[src/design/wsfp_pkg.sv]
// shared types and phase codes for the websocket frame parser
// no dependencies
`timescale 1ns / 1ps
`default_nettype none

package wsfp_pkg;

	localparam int unsigned BYTE_W = 8;
	localparam int unsigned OP_W   = 4;
	localparam int unsigned LEN_W  = 64;
	localparam int unsigned KEY_W  = 32;

	// parse phase codes
	localparam logic [2:0] PH_HDR   = 3'd0;
	localparam logic [2:0] PH_LEN   = 3'd1;
	localparam logic [2:0] PH_LEN16 = 3'd2;
	localparam logic [2:0] PH_LEN64 = 3'd3;
	localparam logic [2:0] PH_KEY   = 3'd4;
	localparam logic [2:0] PH_DATA  = 3'd5;

	localparam logic [6:0] LEN_CODE_16 = 7'd126;
	localparam logic [6:0] LEN_CODE_64 = 7'd127;
	localparam logic [3:0] LEN16_BYTES = 4'd2;
	localparam logic [3:0] LEN64_BYTES = 4'd8;
	localparam logic [3:0] KEY_BYTES   = 4'd4;

	typedef struct packed {
		logic [BYTE_W-1:0] data;
		logic              valid;
		logic              last;
		logic              fin;
		logic [OP_W-1:0]   opcode;
		logic              err;
	} wsfp_res_t;

endpackage

`default_nettype wire

[src/design/websocket_frame_parser.sv]
// top level of the websocket frame parser
// depends on wsfp_pkg, wsfp_in_stage, wsfp_core, wsfp_out_reg
`timescale 1ns / 1ps
`default_nettype none

// Parses a WebSocket frame stream (RFC 6455 framing) one byte per item and delivers
// unmasked payload bytes. Each accepted byte is held in an input register, decoded
// combinationally against the parse state, and any item it yields lands in an output
// register, so the block sustains one byte per clock while out_ready is high; a byte
// waits in the input register while the output register is stalled. Header bytes give no
// item, except the last header byte of a zero-length frame, which gives an item with
// frame_end set and payload_valid clear, and a rejected header byte. A FIN/opcode
// mismatch in a header sets protocol_error on that and every later item until reset;
// RSV bits are ignored and every frame, final or not, is followed by a new header.
module websocket_frame_parser (
	input  wire logic       clk,
	input  wire logic       arst_n,
	input  wire logic       in_valid,
	output logic            in_ready,
	input  wire logic [7:0] in_byte,
	output logic            out_valid,
	input  wire logic       out_ready,
	output logic [7:0]      out_byte,
	output logic            payload_valid,
	output logic            frame_end,
	output logic            final_fragment,
	output logic [3:0]      frame_opcode,
	output logic            protocol_error
);

	logic                        valid_s1;
	logic [wsfp_pkg::BYTE_W-1:0] byte_s1;
	logic                        slot_free;
	logic                        step;
	logic                        res_vld;
	wsfp_pkg::wsfp_res_t         res;
	wsfp_pkg::wsfp_res_t         res_q;

	// a held byte is decoded only when its item, if any, has a place to go
	assign step = valid_s1 && slot_free;

	wsfp_in_stage u_in (
		.clk      (clk),
		.arst_n   (arst_n),
		.in_valid (in_valid),
		.in_ready (in_ready),
		.in_byte  (in_byte),
		.take     (step),
		.valid_s1 (valid_s1),
		.byte_s1  (byte_s1)
	);

	wsfp_core u_core (
		.clk     (clk),
		.arst_n  (arst_n),
		.step    (step),
		.byte_s1 (byte_s1),
		.res_vld (res_vld),
		.res     (res)
	);

	wsfp_out_reg u_out (
		.clk       (clk),
		.arst_n    (arst_n),
		.load      (step && res_vld),
		.res       (res),
		.out_ready (out_ready),
		.out_valid (out_valid),
		.slot_free (slot_free),
		.res_q     (res_q)
	);

	assign out_byte       = res_q.data;
	assign payload_valid  = res_q.valid;
	assign frame_end      = res_q.last;
	assign final_fragment = res_q.fin;
	assign frame_opcode   = res_q.opcode;
	assign protocol_error = res_q.err;

endmodule

`default_nettype wire

[src/design/wsfp_in_stage.sv]
// input register of the frame parser: holds one received byte
// depends on wsfp_pkg
`timescale 1ns / 1ps
`default_nettype none

module wsfp_in_stage (
	input  wire logic                       clk,
	input  wire logic                       arst_n,
	input  wire logic                       in_valid,
	output logic                            in_ready,
	input  wire logic [wsfp_pkg::BYTE_W-1:0] in_byte,
	input  wire logic                       take,
	output logic                            valid_s1,
	output logic [wsfp_pkg::BYTE_W-1:0]     byte_s1
);

	// the held item leaves when the parser takes it, so a new one can enter the same cycle
	assign in_ready = !valid_s1 || take;

	always_ff @(posedge clk or negedge arst_n) begin
		if (!arst_n) begin
			valid_s1 <= 1'b0;
		end else if (in_ready) begin
			valid_s1 <= in_valid;
		end
	end

	always_ff @(posedge clk) begin
		if (in_ready && in_valid) begin
			byte_s1 <= in_byte;
		end
	end

endmodule

`default_nettype wire

[src/design/wsfp_core.sv]
// frame parse state and per-byte decode: header, length, key, payload unmasking
// depends on wsfp_pkg
`timescale 1ns / 1ps
`default_nettype none

module wsfp_core (
	input  wire logic                        clk,
	input  wire logic                        arst_n,
	input  wire logic                        step,
	input  wire logic [wsfp_pkg::BYTE_W-1:0] byte_s1,
	output logic                             res_vld,
	output wsfp_pkg::wsfp_res_t              res
);

	logic [2:0]                  phase_q, phase_n;
	logic                        fin_q, fin_n;
	logic [wsfp_pkg::OP_W-1:0]   op_q, op_n;
	logic                        mask_q, mask_n;
	logic [wsfp_pkg::LEN_W-1:0]  left_q, left_n;
	logic [3:0]                  hc_q, hc_n;
	logic [wsfp_pkg::KEY_W-1:0]  key_q, key_n;
	logic [1:0]                  kpos_q, kpos_n;
	logic                        halted_q, halted_n;

	logic                        len_done;
	logic                        go_pay;
	logic [6:0]                  len_code;
	logic [wsfp_pkg::BYTE_W-1:0] key_b;

	always_comb begin
		phase_n  = phase_q;
		fin_n    = fin_q;
		op_n     = op_q;
		mask_n   = mask_q;
		left_n   = left_q;
		hc_n     = hc_q;
		key_n    = key_q;
		kpos_n   = kpos_q;
		halted_n = halted_q;
		len_done = 1'b0;
		go_pay   = 1'b0;
		res_vld  = 1'b0;
		res.data  = '0;
		res.valid = 1'b0;
		res.last  = 1'b0;
		res.err   = 1'b0;
		len_code = byte_s1[6:0];
		case (kpos_q)
			2'd0: key_b = key_q[31:24];
			2'd1: key_b = key_q[23:16];
			2'd2: key_b = key_q[15:8];
			default: key_b = key_q[7:0];
		endcase

		if (halted_q) begin
			res_vld = 1'b1;
			res.err = 1'b1;
		end else begin
			case (phase_q)
				wsfp_pkg::PH_LEN: begin
					mask_n = byte_s1[7];
					hc_n   = '0;
					left_n = '0;
					if (len_code == wsfp_pkg::LEN_CODE_16) begin
						phase_n = wsfp_pkg::PH_LEN16;
					end else if (len_code == wsfp_pkg::LEN_CODE_64) begin
						phase_n = wsfp_pkg::PH_LEN64;
					end else begin
						left_n   = {{(wsfp_pkg::LEN_W-7){1'b0}}, len_code};
						len_done = 1'b1;
					end
				end
				wsfp_pkg::PH_LEN16, wsfp_pkg::PH_LEN64: begin
					// extended length arrives big-endian
					left_n = {left_q[wsfp_pkg::LEN_W-9:0], byte_s1};
					hc_n   = hc_q + 4'd1;
					if (hc_n >= ((phase_q == wsfp_pkg::PH_LEN16) ?
							wsfp_pkg::LEN16_BYTES : wsfp_pkg::LEN64_BYTES)) begin
						len_done = 1'b1;
					end
				end
				wsfp_pkg::PH_KEY: begin
					key_n = {key_q[wsfp_pkg::KEY_W-9:0], byte_s1};
					hc_n  = hc_q + 4'd1;
					if (hc_n >= wsfp_pkg::KEY_BYTES) begin
						hc_n   = '0;
						go_pay = 1'b1;
					end
				end
				wsfp_pkg::PH_DATA: begin
					res_vld   = 1'b1;
					res.valid = 1'b1;
					res.data  = mask_q ? (byte_s1 ^ key_b) : byte_s1;
					kpos_n    = kpos_q + 2'd1;
					left_n    = left_q - 64'd1;
					if (left_n == '0) begin
						phase_n  = wsfp_pkg::PH_HDR;
						res.last = 1'b1;
					end
				end
				default: begin
					fin_n = byte_s1[7];
					op_n  = byte_s1[3:0];
					// a header is rejected on fin with opcode 0, or on no fin with a nonzero opcode
					if ((fin_n && op_n == '0) || (!fin_n && op_n != '0)) begin
						halted_n = 1'b1;
						res_vld  = 1'b1;
						res.err  = 1'b1;
					end else begin
						phase_n = wsfp_pkg::PH_LEN;
					end
				end
			endcase

			if (len_done) begin
				hc_n = '0;
				if (mask_n) begin
					key_n   = '0;
					phase_n = wsfp_pkg::PH_KEY;
				end else begin
					go_pay = 1'b1;
				end
			end

			if (go_pay) begin
				kpos_n = '0;
				if (left_n == '0) begin
					// zero-length frame ends on its last header byte
					phase_n  = wsfp_pkg::PH_HDR;
					res_vld  = 1'b1;
					res.last = 1'b1;
				end else begin
					phase_n = wsfp_pkg::PH_DATA;
				end
			end
		end

		res.fin    = fin_n;
		res.opcode = op_n;
	end

	always_ff @(posedge clk or negedge arst_n) begin
		if (!arst_n) begin
			phase_q  <= wsfp_pkg::PH_HDR;
			fin_q    <= 1'b1;
			op_q     <= '0;
			mask_q   <= 1'b0;
			left_q   <= '0;
			hc_q     <= '0;
			key_q    <= '0;
			kpos_q   <= '0;
			halted_q <= 1'b0;
		end else if (step) begin
			phase_q  <= phase_n;
			fin_q    <= fin_n;
			op_q     <= op_n;
			mask_q   <= mask_n;
			left_q   <= left_n;
			hc_q     <= hc_n;
			key_q    <= key_n;
			kpos_q   <= kpos_n;
			halted_q <= halted_n;
		end
	end

endmodule

`default_nettype wire

[src/design/wsfp_out_reg.sv]
// result register of the frame parser: holds one finished item for the consumer
// depends on wsfp_pkg
`timescale 1ns / 1ps
`default_nettype none

module wsfp_out_reg (
	input  wire logic                clk,
	input  wire logic                arst_n,
	input  wire logic                load,
	input  wire wsfp_pkg::wsfp_res_t res,
	input  wire logic                out_ready,
	output logic                     out_valid,
	output logic                     slot_free,
	output wsfp_pkg::wsfp_res_t      res_q
);

	assign slot_free = !out_valid || out_ready;

	always_ff @(posedge clk or negedge arst_n) begin
		if (!arst_n) begin
			out_valid <= 1'b0;
		end else if (load) begin
			out_valid <= 1'b1;
		end else if (out_ready) begin
			out_valid <= 1'b0;
		end
	end

	always_ff @(posedge clk) begin
		if (load) begin
			res_q <= res;
		end
	end

endmodule

`default_nettype wire

[config.mk]
export PLATFORM = sky130hd
export DESIGN_NAME = websocket_frame_parser
export DESIGN_NICKNAME = d
export VERILOG_FILES = /design/src/design/wsfp_pkg.sv /design/src/design/websocket_frame_parser.sv /design/src/design/wsfp_in_stage.sv /design/src/design/wsfp_core.sv /design/src/design/wsfp_out_reg.sv
export SDC_FILE = /design/constraint.sdc
export NUM_CORES = 1
export LEC_CHECK = 0
export BUFFER_PORTS_ARGS = -buffer_cell sky130_fd_sc_hd__buf_2
export CORE_ASPECT_RATIO = 0.5
export CORE_MARGIN = 1
export CORE_UTILIZATION = 30
export CTS_CLUSTER_SIZE = 40
export DETAILED_ROUTE_END_ITERATION = 7
export HOLD_SLACK_MARGIN = 0.12
export PLACE_DENSITY = 0.53
export SETUP_SLACK_MARGIN = 0.3
export SLEW_MARGIN = 10
export SYNTH_ARGS = -nofsm -noshare
export SYNTH_HDL_FRONTEND = slang
export SYNTH_SLANG_ARGS = --single-unit
[constraint.sdc]
create_clock -name clk -period 6.2 [get_ports clk]
set_input_delay 1.24 -clock clk [delete_from_list [all_inputs] [get_ports clk]]
set_output_delay 1.24 -clock clk [all_outputs]
set_load 0.03 [all_outputs]
# ---- Word level (Yosys, flattened, before mapping)
# Cells that the tools add are included.
dict set report totals {
  elab_cells 115
  input_bits 12
  regBits 138
}
dict set report op_classes {
  n_bitwise 3
  addsub 3
  magnitude_cmp 2
  muxes 53
  eq_ne 9
  reduce_logical 27
}
# op n
set ops {}
lappend ops {{64-bit one-hot mux with 3 select lines} 1}
lappend ops {{64-bit zero test} 2}
lappend ops {{64-bit 2-to-1 mux} 2}
lappend ops {{32-bit 2-to-1 mux} 3}
lappend ops {{64-bit by 1-bit subtractor with 64-bit output, second input constant} 1}
lappend ops {{1-bit 2-to-1 mux} 24}
lappend ops {{3-bit 2-to-1 mux} 8}
lappend ops {{8-bit one-hot mux with 3 select lines} 1}
lappend ops {{4-bit 2-to-1 mux} 5}
lappend ops {{7-bit equality test, second input constant} 2}
lappend ops {{4-bit one-hot mux with 3 select lines} 1}
lappend ops {{3-bit one-hot mux with 3 select lines} 1}
lappend ops {{8-bit 2-to-1 mux} 1}
lappend ops {{4-bit nonzero test} 2}
lappend ops {{8-bit XOR} 1}
lappend ops {{7-bit 2-to-1 mux} 1}
lappend ops {{3-bit by 2-bit equality test with 1-bit output, second input constant} 2}
lappend ops {{3-bit equality test, second input constant} 2}
lappend ops {{2-bit 2-to-1 mux} 3}
lappend ops {{3-bit AND reduction} 2}
lappend ops {{1-bit logical AND} 5}
lappend ops {{5-bit OR reduction} 1}
lappend ops {{4-bit by 1-bit adder with 4-bit output, second input constant} 1}
lappend ops {{4-bit by 3-bit greater-or-equal comparator with 1-bit output, second input constant} 1}
lappend ops {{16 further kinds} 24}

# ---- Logic depth before layout (Yosys ltp)
dict set report logic_depth {
  ltp_word 12
  depth_mapped 15
  mapped_depth_nobuf 13
}

# ---- Cells and area by module
# From an unflattened synthesis, not the netlist that was laid out.
dict set report hier_totals {
  cells_unflattened 1307
  hier_area_um2 10296.1
}
# mod area_each_um2 seq_area_each_um2 n_inst cells_each
set by_module_without_submodules {}
lappend by_module_without_submodules {wsfp_core 9461.6 2803.9 1 1274}
lappend by_module_without_submodules {wsfp_out_reg 528.0 505.5 1 19}
lappend by_module_without_submodules {wsfp_in_stage 294.0 265.3 1 12}
lappend by_module_without_submodules {websocket_frame_parser 12.5 0.0 1 2}

# ---- Worst setup path after synthesis
# No wires, ideal clock.
dict set report synth_path {
  kind {register to register}
  startpoint {register u_core.left_q[26] (netlist bit)}
  endpoint {register, netlist name u_out.res_q[0]}
  arrival_ps 4353
  period_less_slack_ps 4741
  required_ps 5812
  path_slack_ps 1459
  stages_incl_launch_ff 13
  path_buffers 2
  cell_sequence {dfrtp_1 -> clkbuf_1 -> nor4_1 -> nand3_1 -> or4_1 -> clkbuf_1 -> nor3_1 -> mux2i_1 -> o221ai_1 -> or4_1 -> nor4_4 -> nor3_1 -> nor2_1}
}
dict set report synth_between {
  elab_chain_len 8
}
# item line
set synth_rtl {}
lappend synth_rtl {{from (decl)} wsfp_core.sv:19} ;# logic [wsfp_pkg::LEN_W-1:0] left_q, left_n;
lappend synth_rtl {{from (signal assigned)} wsfp_core.sv:158} ;# left_q <= left_n;
lappend synth_rtl {{64-bit by 1-bit subtractor with 64-bit output} wsfp_core.sv:95} ;# left_n = left_q - 64'd1;
lappend synth_rtl {{64-bit one-hot mux with 3 select lines *} wsfp_core.sv:59} ;# case (phase_q)
lappend synth_rtl {{64-bit 2-to-1 mux *} wsfp_core.sv:55} ;# if (halted_q) begin
lappend synth_rtl {{64-bit zero test *} wsfp_core.sv:127} ;# if (left_n == '0) begin
lappend synth_rtl {{1-bit 2-to-1 mux *} wsfp_core.sv:127}
lappend synth_rtl {{1-bit 2-to-1 mux *} wsfp_core.sv:125} ;# if (go_pay) begin
lappend synth_rtl {{1-bit 2-to-1 mux *} wsfp_core.sv:55}
lappend synth_rtl {{1-bit logical AND *} websocket_frame_parser.sv:65} ;# .load (step && res_vld),
lappend synth_rtl {{via u_out.load} wsfp_out_reg.sv:9} ;# input wire logic load,
# Mark *: on every way through the listed nets, which the timed path passes. The rest lies on a longest branch. The select of a mux whose other input is x is not followed.
# A chain may end at the register's enable or synchronous reset.

# ---- Final worst setup path
dict set report layout_path {
  startpoint {register u_core.left_q[1] (netlist bit)}
  endpoint {register, netlist name u_out.res_q[13]}
}
dict set report layout_between {
  elab_chain_len 8
}
# item line
set layout_rtl {}
lappend layout_rtl {{64-bit by 1-bit subtractor with 64-bit output} wsfp_core.sv:95}
lappend layout_rtl {{64-bit one-hot mux with 3 select lines *} wsfp_core.sv:59}
lappend layout_rtl {{64-bit 2-to-1 mux *} wsfp_core.sv:55}
lappend layout_rtl {{64-bit zero test *} wsfp_core.sv:127}
lappend layout_rtl {{1-bit 2-to-1 mux *} wsfp_core.sv:127}
lappend layout_rtl {{1-bit 2-to-1 mux *} wsfp_core.sv:125}
lappend layout_rtl {{1-bit 2-to-1 mux *} wsfp_core.sv:55}
lappend layout_rtl {{1-bit logical AND *} websocket_frame_parser.sv:65}
lappend layout_rtl {{via u_out.load} wsfp_out_reg.sv:9}
# Marks and branches as above.

==> impl_metrics.yaml <==
floorplanning:
  start_util_pct: 30.8
  dieArea_mm2: 0.0352
  core_area_mm2: 0.0335
  die_x_um: 264
  fp-row-count: 47
  die_h_um: 133
  pin_count: 30
global_routing:
  grt-ovfl-total: 0
  grt_pass1_vias: 10100
  antenna_found_initial: 0
  grtUsageTotal_pct: 25.6
  grt_pass1_wl_mm: 67.5
  grt_max_degree: 54
logic_synthesis:
  synth_xor_area_share_pct: 3.90
  synthSimpleGateAreaFrac_pct: 29.7
  synth_top_area_share_pct: 27.4
  synthCells: 1327
  synthArstFlopShare_pct: 82.6
  syn-cell-area_mm2: 0.0103
  synth_mux_area_share_pct: 4.51
  synth_compound_area_share_pct: 20.2
  avgSynthCellArea_um2: 7.78
  synth_enable_flop_cells: 24
  yosys.area.top_type: "dfrtp_1"
  yosys_warnings: 0
  ys_seq_area_share_pct: 34.6
  synth_area_leaders: "dfrtp_1, nand2_1, edfxtp_1"
  synth_top_family_by_area: "simple AND/OR/NAND/NOR gates"
  synthDistinctLibCells: 83
  ys.flop_type: "dfrtp_1"
  yosys.area_share.adder_pct: 1.09
  synth_fp_nets: 1348
  ys_seq_elements: 138
routing:
  drc: 0
  vias_per_cell: 6.16
  wl_mm: 44.6
  dr.pass1.iters: 5
  ant_nets: 0
  drt-initial-drc-count: 1343
  vias: 10800
  wire_per_inst_um: 25.5
placement:
  gp_congestion: 0.984
  hpwl_mm: 32.0
  port_buffers: 29
status:
  status: "complete, no violations"
min_path:
  hp-start: "u_core.fin_q"
  hold_depth: 2
  hold_class: "flop to flop"
  min_to: "u_core.fin_q"
clocking:
  post_cts_buffers: 0
  clockRootBuffer: "clkbuf_16"
  cts_sinks: 138
  cts_tree: "done"
  htreeDepth: 4
  hold_buffers: 0
  clkTransAtPathRegs_ps: 70
  cts_resized: 0
  clk_latency_ps: 450
  cts_buffers: 17
  cts_max_path_buffers: 2
cells_and_area:
  final_common_cell: "nand2_1"
  post-route-util_pct: 34.2
  syn_to_final_growth_pct: 10.8
  drive_above_1_share_pct: 11.9
  layout_common_cells: "nand2_1, dfrtp_1, nor2_1, a21oi_1, o21ai_0"
  final_nets: 1314
power_and_ir_drop:
  p_leak_nw: 4.52
  vdd_ir_drop_max_mv: 0.183
  total_power_mw: 4.16
  powerDensity_mw_per_mm2: 363
setup_path:
  startpoint_type: "flop"
  criticalPathCategory: "flop to flop"
  cp_slowest_cell: "nor4_1"
  slowest_delay_ps: 720
  worstPathCellList: "inv_1 -> ha_1 -> or3b_2 -> nor4_1 -> and4_1 -> nand4_1 -> a2111oi_0 -> a31oi_1 -> nand4b_1 -> nor4_4 -> nor3_1 -> nor2_1 -> buf_4"
  r2r_cells: 13
  cp_num_buf_inv: 2
  critPathMaxFanout: 16
  crit_arrival_ps: 5270
  r2r-start: "u_core.left_q[1]"
  reg2reg_to: "u_out.res_q[13]"
  path_delay_family: "simple AND/OR/NAND/NOR gates"
  crit_required_ps: 6340
  rrSetupSlack_ps: 1080
  end_kind: "flop"
sta:
  relSlewSlack_pct: 32.2
  worstMarginPinSlew_ps: 1010
  fin_crit_ps: 5120
  rsz0062_at_grt: "no"
  fin_worst_skew_ps: 15.0
  hold_viol_final: 0
  report.final.slew_viol_count: 0
  fmax_mhz: 195
  setup_viol: 0
  finalSetupTns_ps: 0
  finalCritPeriodShare_pct: 82.7
run:
  max-cap-violations: 0
cell families (layout without fill, tap and decap cells):
| family | Yosys count | in the layout |
|---|---|---|
| XOR/XNOR | 46 | 46 |
| buffers and inverters | 157 | 136 |
| adder cells (fa/ha/maj) | 9 | 9 |
| AO/OA/AOI/OAI | 318 | 318 |
| multiplexers | 44 | 44 |
| AND/OR/NAND/NOR | 615 | 615 |
| flip-flops | 138 | 138 |
| other | 0 | 1 |
where the power goes:
part           internal, mW  total, mW  switching (mW)
logic                 0.599       1.61            1.01
registers              1.10       1.54           0.438
clock network         0.521       1.00           0.482
total                  2.22       4.16            1.93
flip-flops by register name (all words and copies together), names as in the netlist, 2 cells and up:
name            flops
u_core.left_q      64
u_core.key_q       32
u_out.res_q        16
u_in.byte_s1        8
u_core.hc_q         4
u_core.op_q         4
u_core.phase_q      3
u_core.kpos_q       2
worst max path at each step:
stage / start / end / slack (ps) / depth (start not counted)
2_1_floorplan: u_core.left_q[26] / u_out.res_q[0] / 1460 / 12
5_1_grt: u_core.left_q[10] / u_out.res_q[9] / 780 / 12
6_report: u_core.left_q[1] / u_out.res_q[13] / 1080 / 13
3_3_place_gp: u_core.left_q[8] / u_out.res_q[3] / 1170 / 12
4_1_cts: u_core.left_q[10] / u_out.res_q[9] / 1160 / 12
3_5_place_dp: u_core.left_q[10] / u_out.res_q[3] / 1180 / 12
cell usage after synthesis, types with 8 or more instances:
cell / n
a21oi_1: 81
a221oi_1: 9
a222oi_1: 9
a22oi_1: 15
a31oi_1: 15
buf_1: 15
clkbuf_1: 105
dfrtp_1: 113
edfxtp_1: 24
ha_1: 9
inv_1: 29
mux2_2: 20
mux2i_1: 24
nand2_1: 260
nand2b_1: 12
nand3_1: 36
nand4_1: 30
nor2_1: 87
nor3_1: 35
nor3b_1: 14
nor4_1: 55
o211ai_1: 10
o21ai_0: 77
o22ai_1: 12
o31a_1: 8
o31ai_1: 8
or2_2: 8
or3_1: 11
or4_1: 20
xnor2_1: 26
xor2_1: 20
layer usage:
| layer | part of all wire (%) | global-route usage (%) | up-vias | wire length [µm] |
|---|---|---|---|---|
| met5 | 0 | 0 | - | 0 |
| met2 | 46 | 40.4 | 548 | 20300 |
| li1 | - | - | 4781 | - |
| met3 | 7.8 | 3.83 | 68 | 3500 |
| met1 | 44 | 35.9 | 5364 | 19700 |
| met4 | 2.4 | 8.27 | 0 | 1060 |
final cells by class:
class	instances	area, µm²
Clock buffer	18	429
Multi-Input combinational cell	1032	6150
Antenna cell	1	2.50
Fill cell	3513	22000
Tap cell	441	552
Timing Repair Buffer	74	498
Sequential cell	138	3580
Clock inverter	14	111
Inverter	30	113
per-stage QoR:
stage	std cells	area [µm²]	hold WS, ps	worst slack, ps
after CTS	1747	11400	466	1160
after global routing	1747	11400	475	782
final	1748	11400	467	1080
after detailed placement	1715	10900	457	1180
after floorplan	1327	10300	438	1460
after global placement	1715	10900	447	1170
worst min-delay path, cell delays in order, from the launching register on:
cell and delay (ps):
dfstp_2 370, nand2_1 50, nand2_1 50
Note: power is estimated with default switching activity, not from simulation.
